[src/rtl/core/ctlm_pkg.sv]
// ----------------------------------------------------------------------------
// ctlm_pkg: shared types and constants for the RC charge-time light meter
// Phase, status and pin codes, register indexes, reset values and the
// packed state and result records that pass between the modules.
// ----------------------------------------------------------------------------
package ctlm_pkg;

	localparam int unsigned TimeW   = 32;
	localparam int unsigned CfgIdxW = 2;

	localparam logic [TimeW-1:0] DischargeReset = 32'd1000;
	localparam logic [TimeW-1:0] TimeoutReset   = 32'd1000000;

	// register indexes on the configuration channel
	localparam logic [CfgIdxW-1:0] RegDischarge = 2'd0;
	localparam logic [CfgIdxW-1:0] RegTimeout   = 2'd1;

	typedef enum logic [1:0] {
		OP_START = 2'd0,
		OP_TICK  = 2'd1,
		OP_LEVEL = 2'd2
	} op_t;

	typedef enum logic [1:0] {
		PH_IDLE      = 2'd0,
		PH_DISCHARGE = 2'd1,
		PH_CHARGE    = 2'd2,
		PH_COMPLETE  = 2'd3
	} phase_t;

	typedef enum logic [1:0] {
		ST_NONE      = 2'd0,
		ST_VALID     = 2'd1,
		ST_SATURATED = 2'd2,
		ST_TIMEOUT   = 2'd3
	} status_t;

	typedef enum logic [1:0] {
		PIN_NONE    = 2'd0,
		PIN_LOW     = 2'd1,
		PIN_RELEASE = 2'd2
	} pin_t;

	typedef struct packed {
		phase_t           phase;
		logic [TimeW-1:0] start_us;
		status_t          status;
		logic [TimeW-1:0] charge_time;
	} meter_state_t;

	// packed lowest field last: active is the top bit
	typedef struct packed {
		logic             active;
		logic [TimeW-1:0] charge_time;
		status_t          status;
		logic             done;
		pin_t             pin;
	} result_t;

	localparam int unsigned ResultW = $bits(result_t);
	localparam int unsigned OutDataW = ((ResultW + 7) / 8) * 8;
	localparam int unsigned InDataW  = ((TimeW + 1 + 7) / 8) * 8;

endpackage

[src/rtl/core/ctlm_step.sv]
// ----------------------------------------------------------------------------
// ctlm_step: next-state and result logic for one input item
// One wrapping subtract, three compares on the elapsed time and the phase update.
// ----------------------------------------------------------------------------
module ctlm_step (
	input  logic [1:0]                 op,
	input  logic [ctlm_pkg::TimeW-1:0] now_us,
	input  logic                       level_high,
	input  logic [ctlm_pkg::TimeW-1:0] discharge_time_us,
	input  logic [ctlm_pkg::TimeW-1:0] charge_timeout_us,
	input  ctlm_pkg::meter_state_t     state,
	output ctlm_pkg::meter_state_t     state_nxt,
	output ctlm_pkg::result_t          res
);

	logic [ctlm_pkg::TimeW-1:0] elapsed;
	ctlm_pkg::pin_t             pin;
	logic                       done;

	assign elapsed = now_us - state.start_us;

	always_comb begin
		state_nxt = state;
		pin       = ctlm_pkg::PIN_NONE;
		done      = 1'b0;
		case (op)
			ctlm_pkg::OP_START: begin
				state_nxt.phase       = ctlm_pkg::PH_DISCHARGE;
				state_nxt.start_us    = now_us;
				state_nxt.status      = ctlm_pkg::ST_NONE;
				state_nxt.charge_time = '0;
				pin                   = ctlm_pkg::PIN_LOW;
			end
			ctlm_pkg::OP_TICK: begin
				if (state.phase == ctlm_pkg::PH_DISCHARGE) begin
					if (elapsed >= discharge_time_us) begin
						state_nxt.phase    = ctlm_pkg::PH_CHARGE;
						state_nxt.start_us = now_us;
						pin                = ctlm_pkg::PIN_RELEASE;
					end
				end else if (state.phase == ctlm_pkg::PH_CHARGE) begin
					// timeout wins over a high level on the same tick
					if (elapsed >= charge_timeout_us) begin
						state_nxt.phase       = ctlm_pkg::PH_COMPLETE;
						state_nxt.status      = ctlm_pkg::ST_TIMEOUT;
						state_nxt.charge_time = '0;
						done                  = 1'b1;
					end else if (level_high) begin
						state_nxt.phase = ctlm_pkg::PH_COMPLETE;
						if (elapsed == '0) begin
							state_nxt.status      = ctlm_pkg::ST_SATURATED;
							state_nxt.charge_time = '0;
						end else begin
							state_nxt.status      = ctlm_pkg::ST_VALID;
							state_nxt.charge_time = elapsed;
						end
						done = 1'b1;
					end
				end
			end
			ctlm_pkg::OP_LEVEL: begin
				if (state.phase == ctlm_pkg::PH_CHARGE && level_high) begin
					state_nxt.phase       = ctlm_pkg::PH_COMPLETE;
					state_nxt.status      = ctlm_pkg::ST_SATURATED;
					state_nxt.charge_time = '0;
					done                  = 1'b1;
				end
			end
			default: begin
				// unused op: no change
			end
		endcase
	end

	always_comb begin
		res.pin         = pin;
		res.done        = done;
		res.status      = state_nxt.status;
		res.charge_time = state_nxt.charge_time;
		res.active      = (state_nxt.phase == ctlm_pkg::PH_DISCHARGE) ||
		                  (state_nxt.phase == ctlm_pkg::PH_CHARGE);
	end

endmodule

[src/rtl/core/ctlm_out_buf.sv]
// ----------------------------------------------------------------------------
// ctlm_out_buf: result register with skid stage
// Holds up to two results so that ready towards the source is registered.
// ----------------------------------------------------------------------------
module ctlm_out_buf (
	input  logic              clk,
	input  logic              arst_n,
	input  logic              push,
	input  ctlm_pkg::result_t push_data,
	output logic              space,
	output logic              head_valid,
	input  logic              head_ready,
	output ctlm_pkg::result_t head_data
);

	logic              head_valid_q;
	ctlm_pkg::result_t head_q;
	logic              skid_valid_q;
	ctlm_pkg::result_t skid_q;
	logic              pop;

	assign pop        = head_valid_q && head_ready;
	assign space      = !skid_valid_q;
	assign head_valid = head_valid_q;
	assign head_data  = head_q;

	always_ff @(posedge clk or negedge arst_n) begin
		if (!arst_n) begin
			head_valid_q <= 1'b0;
			skid_valid_q <= 1'b0;
		end else begin
			if (pop) begin
				if (skid_valid_q) begin
					head_valid_q <= 1'b1;
					skid_valid_q <= push;
				end else begin
					head_valid_q <= push;
				end
			end else if (!head_valid_q) begin
				head_valid_q <= push;
			end else if (push) begin
				skid_valid_q <= 1'b1;
			end
		end
	end

	always_ff @(posedge clk) begin
		if (pop) begin
			if (skid_valid_q) begin
				head_q <= skid_q;
				skid_q <= push_data;
			end else begin
				head_q <= push_data;
			end
		end else if (!head_valid_q) begin
			head_q <= push_data;
		end else if (push) begin
			skid_q <= push_data;
		end
	end

endmodule

[src/rtl/core/rc_charge_time_light_meter_top.sv]
// ----------------------------------------------------------------------------
// rc_charge_time_light_meter_top: RC charge-time light meter
// Times how long an RC sensor pin takes to charge after a discharge period.
// ----------------------------------------------------------------------------
//
//  channel  | direction | transfer when           | carries
//  ---------+-----------+-------------------------+------------------------------
//  s_axis   | in        | s_axis_tvalid & tready  | op on tuser, time/level tdata
//  m_axis   | out       | m_axis_tvalid & tready  | one result per input item
//  cfg      | in        | cfg_valid & cfg_ready   | register index and value
//
//  Each input transfer is evaluated in the cycle it is taken: the state
//  registers and the result register (or, if that is full, the skid stage)
//  load at the same edge, so an item can be taken every cycle while
//  s_axis_tready is high. The result register is backed by a skid stage;
//  s_axis_tready only drops once both are full.
//  Reset clears the state, empties the output and loads the register
//  defaults (discharge 1000 us, timeout 1000000 us). cfg_ready is always high.
//
module rc_charge_time_light_meter_top (
	input  logic                                clk,
	input  logic                                arst_n,
	input  logic                                s_axis_tvalid,
	output logic                                s_axis_tready,
	// [31:0] now_us, [32] level_high, [39:33] zero
	input  logic [ctlm_pkg::InDataW-1:0]        s_axis_tdata,
	// [1:0] op
	input  logic [1:0]                          s_axis_tuser,
	output logic                                m_axis_tvalid,
	input  logic                                m_axis_tready,
	// [1:0] pin_action, [2] done_res, [4:3] result_status, [36:5] charge_time,
	// [37] active, [39:38] zero
	output logic [ctlm_pkg::OutDataW-1:0]       m_axis_tdata,
	input  logic                                cfg_valid,
	output logic                                cfg_ready,
	input  logic [ctlm_pkg::CfgIdxW-1:0]        cfg_index,
	input  logic [ctlm_pkg::TimeW-1:0]          cfg_data
);

	logic [ctlm_pkg::TimeW-1:0] discharge_q;
	logic [ctlm_pkg::TimeW-1:0] timeout_q;
	ctlm_pkg::meter_state_t     state_q;
	ctlm_pkg::meter_state_t     state_nxt;
	ctlm_pkg::result_t          res;
	ctlm_pkg::result_t          head;
	logic                       in_xfer;

	assign cfg_ready = 1'b1;
	assign in_xfer   = s_axis_tvalid && s_axis_tready;

	// configuration registers; indexes beyond the list are dropped
	always_ff @(posedge clk or negedge arst_n) begin
		if (!arst_n) begin
			discharge_q <= ctlm_pkg::DischargeReset;
			timeout_q   <= ctlm_pkg::TimeoutReset;
		end else if (cfg_valid) begin
			if (cfg_index == ctlm_pkg::RegDischarge) begin
				discharge_q <= cfg_data;
			end else if (cfg_index == ctlm_pkg::RegTimeout) begin
				timeout_q <= cfg_data;
			end
		end
	end

	ctlm_step u_step (
		.op                (s_axis_tuser),
		.now_us            (s_axis_tdata[ctlm_pkg::TimeW-1:0]),
		.level_high        (s_axis_tdata[ctlm_pkg::TimeW]),
		.discharge_time_us (discharge_q),
		.charge_timeout_us (timeout_q),
		.state             (state_q),
		.state_nxt         (state_nxt),
		.res               (res)
	);

	// measurement state advances on every accepted item
	always_ff @(posedge clk or negedge arst_n) begin
		if (!arst_n) begin
			state_q.phase       <= ctlm_pkg::PH_IDLE;
			state_q.start_us    <= '0;
			state_q.status      <= ctlm_pkg::ST_NONE;
			state_q.charge_time <= '0;
		end else if (in_xfer) begin
			state_q <= state_nxt;
		end
	end

	ctlm_out_buf u_out_buf (
		.clk        (clk),
		.arst_n     (arst_n),
		.push       (in_xfer),
		.push_data  (res),
		.space      (s_axis_tready),
		.head_valid (m_axis_tvalid),
		.head_ready (m_axis_tready),
		.head_data  (head)
	);

	assign m_axis_tdata = {{(ctlm_pkg::OutDataW - ctlm_pkg::ResultW){1'b0}}, head};

endmodule

[config.mk]
export PLATFORM = sky130hd
export DESIGN_NAME = rc_charge_time_light_meter_top
export DESIGN_NICKNAME = d
export VERILOG_FILES = /design/src/rtl/core/ctlm_pkg.sv /design/src/rtl/core/ctlm_step.sv /design/src/rtl/core/ctlm_out_buf.sv /design/src/rtl/core/rc_charge_time_light_meter_top.sv
export SDC_FILE = /design/constraint.sdc
export NUM_CORES = 1
export LEC_CHECK = 0
export BUFFER_PORTS_ARGS = -buffer_cell sky130_fd_sc_hd__clkbuf_2
export CORE_ASPECT_RATIO = 0.8
export CORE_MARGIN = 2
export CORE_UTILIZATION = 50
export DETAILED_ROUTE_END_ITERATION = 8
export PLACE_DENSITY_LB_ADDON = 0.25
export SETUP_SLACK_MARGIN = 0.2
export SYNTH_ARGS = -nofsm -noshare
export SYNTH_HDL_FRONTEND = slang
export SYNTH_SLANG_ARGS = --single-unit
[constraint.sdc]
create_clock -name clk -period 5.9 [get_ports clk]
set_input_delay 0.59 -clock clk [delete_from_list [all_inputs] [get_ports clk]]
set_output_delay 0.59 -clock clk [all_outputs]
set_load 0.01 [all_outputs]
Word-level counts from Yosys, hierarchy flattened:

Cells that the tools add are included.

* bits in writable memories: 0
* memories: 0
* bits in latches: 0
* flip-flop bits (word level): 210
* output and inout port bits: 43
* memory bits (read-only): 0
* input bits: 81

* $mul: 0
* order comparisons: 2
* eq/ne operators: 11
* div/mod/pow operators: 0
* mux-type cells: 39
* shifts and indexed selects: 0
* bitwise operators: 1
* add/subtract/negate cells: 1
* reduce and logical (&&, ||, !) cells: 16

Operators with widths (count)
* $mux W38: 7
* $mux W34: 7
* $pmux W34 S3: 1
* $ge A32 B32 Y1: 2
* $pmux W32 S2: 1
* $logic_not A32 Y1: 1
* $mux W32: 1
* $sub A32 B32 Y32: 1
* $mux W2: 7
* $mux W1: 12
* $eq A2 B1 Y1 const B: 4
* $eq A2 B2 Y1 const B: 3
* $ne A2 B1 Y1 const B: 3
* $pmux W2 S3: 1
* $reduce_and A3 Y1: 2
* $reduce_bool A2 Y1: 3
* $logic_not A2 Y1: 2
* $pmux W2 S2: 1
* $reduce_and A2 Y1: 2
* $reduce_and A4 Y1: 1
* $logic_and A1 B1 Y1: 3
* $ne A2 B2 Y1 const B: 1
* $pmux W1 S2: 1
* $logic_not A1 Y1: 1
* 2 further kinds: 2

Depth between registers and ports, before layout:

* depth after elaboration: 11
* mapped depth: 23
* depth with buffers taken out: 21

Cells and area by module:

A second synthesis with hierarchy kept.

* cell total of the unflattened synthesis: 1088
* area, all modules: 12762.2 um2

By module, submodules not included
* rc_charge_time_light_meter_top: times used 1, cells each 286, area an instance 5034.8 um2, seq. area each 3319.4 um2
* ctlm_step: times used 1, cells each 672, area an instance 4785.8 um2, seq. area each 0.0 um2
* ctlm_out_buf: times used 1, cells each 130, area an instance 2941.6 um2, seq. area each 2332.2 um2

Worst setup path before layout:

OpenSTA, ideal clock, no wires.

* path kind: in2reg
* from: in s_axis_tdata[0] (netlist name)
* to: reg u_out_buf.head_q (netlist bit u_out_buf.head_data[19]), data pin
* data arrival time: 4.847 ns
* stages: 21
* path slack: 0.793 ns
* data required time: 5.640 ns
* path buffers: 1
* cells stage by stage: inv_1 ha_1 fa_1 nand2b_1 a21oi_1 o31a_1 a22oi_1 and3_1 a311oi_1 ha_1 nand4_1 nor3_1 nand3_1 nor4_1 o31a_1 nor2_1 a21oi_1 o21ai_1 clkbuf_1 a32o_1 mux2_4

RTL lines
* start, declared: line rc_charge_time_light_meter_top.sv:26 `input logic [ctlm_pkg::InDataW-1:0] s_axis_tdata,`
* end signal, assigned: line ctlm_out_buf.sv:50 `head_q <= skid_q;`
* end signal, assigned: line ctlm_out_buf.sv:53 `head_q <= push_data;`
* end signal, assigned: line ctlm_out_buf.sv:56 `head_q <= push_data;`
* end, declared: line ctlm_out_buf.sv:17 `ctlm_pkg::result_t head_q;`

==> results.yml <==
status:
  status: "completed"
synth:
  synth-edff-count: 76
  synth_top_area_frac: 0.249
  ys_ff_latch: 210
  synth_area_um2: 12200
  synthTopCellsByArea: "dfrtp_1, edfxtp_1, ha_1, nand2_1, mux2_2"
  synth_most_common_cell: "nand2_1"
  yosysWarnings: 0
  yosysSeqAreaShare: 0.464
  synth_area_leader_cell: "dfrtp_1"
  synth_common_cells: "nand2_1, dfrtp_1, inv_1, ha_1, o21ai_0"
  async_flop_share: 0.638
  synth_cell_types: 75
  synth_flop_cell: "dfrtp_1"
  synth.avg_cell_area_um2: 10.2
  synth_cells: 1195
place:
  portBuffers: 113
  dp_hpwl_mm: 21.0
  place.gp.congestion: 0.873
clock_network:
  post-cts-setup-buffers: 0
  worstSkewPairLatency_ns: 0.54
  cts_buffer_depth: 3
  ctsResizeCount: 0
  clockRootBuffer: "clkbuf_16"
  hold_buffers: 0
  clkSinkCount: 210
  numCtsBuffers: 24
  cts_tree: "done"
  cts.clk_slew.worst_paths_ns: 0.06
  htree_levels: 1
route:
  totalWireLength_mm: 28.2
  drt_pass1_iterations: 5
  viasPerCell: 5.58
  ant_nets: 0
  wire_per_inst_um: 17.2
  drc: 0
  vias: 9178
  first_iter_violations: 618
hold_path:
  hold_path_class: "in2async"
global_routing:
  gr-usage-all-layers: 0.225
  grt_pass1_wl_mm: 45.9
  overflow: 0
  grt_start_max_net_pins: 65
  grt_pass1_vias: 8651
  antenna_found_initial: 0
worst_setup_path:
  r2r_cells: 20
  r2r_end: "u_out_buf.head_data[15]"
  reg2reg_from: "state_q[34]"
  worstPathArrival_ns: 5.59
  start_kind: "register"
  path_class: "reg2reg"
  path_max_fanout: 28
  critical_path.endpoint_type: "register"
  reg2reg_slack_ns: 0.59
  worst_ep_required_time_ns: 6.18
pwr:
  total_leakage_power_nw: 6.48
  ir_worst_vdd_v: 0.000336
  p_per_area_nw_per_um2: 520
floorplanning:
  die_area_um2: 25600
  initial_core_util: 0.505
  dieHeight_um: 144
  die_x_um: 178
  rows: 51
  coreArea_um2: 24100
  io_pins: 124
timing:
  rsz0062_at_grt: "false"
  worst_pin_slew_ns: 1.07
  fin_setup_tns_ns: 0
  period_share: 0.899
  setup_viol: 0
  clock_skew_ns: 0.0326
  fmax_ghz: 0.188
  final.min_clock_period_ns: 5.31
  slew_headroom: 0.285
  final_hold_viol_count: 0
  drv_slew: 0
final_layout:
  final_nets: 1489
  areaGrowthSynthToFinish_pct: 14.4
  drive_gt1_frac: 0.207
  final_core_util: 0.577
  diodes: 0
flow_run:
  cap_viol_max_count: 0
[worst max-delay path: stages (launching register included)]
cell and delay (ns):
dfrtp_1 0.37, ha_1 0.22, fa_1 0.42, nand2b_1 0.18, a21oi_1 0.21, o31a_1 0.25, a22oi_1 0.17, a21o_1 0.21
and3_1 0.27, ha_1 0.33, nand4_1 0.09, nor3_1 0.29, nand3_1 0.17, nor4_1 0.38, o31a_1 0.29, nor2_1 0.11
a21oi_1 0.22, o21ai_1 0.12, buf_12 0.19, a22o_1 0.28, mux2_2 0.27
[flip-flops by register name, indices dropped and copies added (netlist names)]
register / count
discharge_q: 32
state_q: 68
timeout_q: 32
u_out_buf.head_data: 38
u_out_buf.head_valid: 1
u_out_buf.skid_q: 38
u_out_buf.skid_valid_q: 1
[where the power goes]
group	switching, mW	internal (mW)
combinational	2.32	1.45
clock	0.620	0.790
sequential	0.146	1.92
[per-stage QoR]
stage | hold WS, ns | area [µm²] | std cells | setup WS, ns | total power, mW
floorplan | 0.294 | 12200 | 1196 | 0.793 | 4.67
global placement | 0.459 | 13200 | 1600 | 0.267 | 5.67
detailed placement | 0.470 | 13200 | 1600 | 0.253 | 5.79
CTS | 0.0454 | 13900 | 1644 | 0.598 | 7.23
global route | 0.0651 | 13900 | 1644 | 0.245 | 7.83
finish | 0.0383 | 13900 | 1644 | 0.595 | 7.25
[layer usage]
layer | wire length [µm] | share of wire | track usage
met5 | 0 | 0 | 0
met4 | 558 | 0.020 | 0.0479
met3 | 1350 | 0.048 | 0.0328
met2 | 12100 | 0.43 | 0.336
met1 | 14300 | 0.50 | 0.347
[logic make-up (layout without fill, tap and decap cells)]
group	count (synthesis)	count (layout)	share of synthesized area
compound gates	317	317	0.177
buf+inv	155	285	0.0498
simple gates	317	317	0.121
xor+xnor	28	28	0.0202
mux	66	66	0.0631
fa+ha+maj	100	100	0.103
flops	210	210	0.464
other cells	2	3	0.000617
[final cells by class]
cell class	instances	area (µm²)
repair buffers	135	771
clock buffers	30	653
clock inverters	14	92.6
inverters	106	398
fillers	2132	10200
flip-flops and latches	210	5650
well taps	318	398
multi-input cells	831	5960
[cell usage in the layout, fill, tap and decap left out, types with 17 or more instances in the layout]
| master | netlist | final |
|---|---|---|
| xnor2_1 | 17 | 17 |
| clkbuf_16 | 0 | 24 |
| edfxtp_1 | 76 | 76 |
| inv_1 | 106 | 106 |
| clkbuf_2 | 2 | 112 |
| buf_4 | 3 | 20 |
| a21oi_1 | 55 | 55 |
| nand2_1 | 166 | 166 |
| nor2_1 | 50 | 50 |
| a21o_1 | 27 | 27 |
| a32o_1 | 20 | 20 |
| a22o_1 | 32 | 32 |
| o21ai_0 | 96 | 95 |
| dfrtp_1 | 121 | 121 |
| ha_1 | 99 | 99 |
| mux2_2 | 54 | 54 |
[worst max path at each step]
stage	end	slack [ns]	start	depth (start not counted)
after floorplan	u_out_buf.head_data[19]	0.79	s_axis_tdata[0]	21
after global placement	u_out_buf.head_data[14]	0.27	s_axis_tdata[0]	22
after detailed placement	u_out_buf.head_data[23]	0.25	s_axis_tdata[0]	22
after CTS	u_out_buf.head_data[23]	0.60	state_q[34]	20
after global routing	u_out_buf.head_data[23]	0.24	state_q[34]	21
final	u_out_buf.head_data[15]	0.59	state_q[34]	20
(Power assumes the default switching activity.)
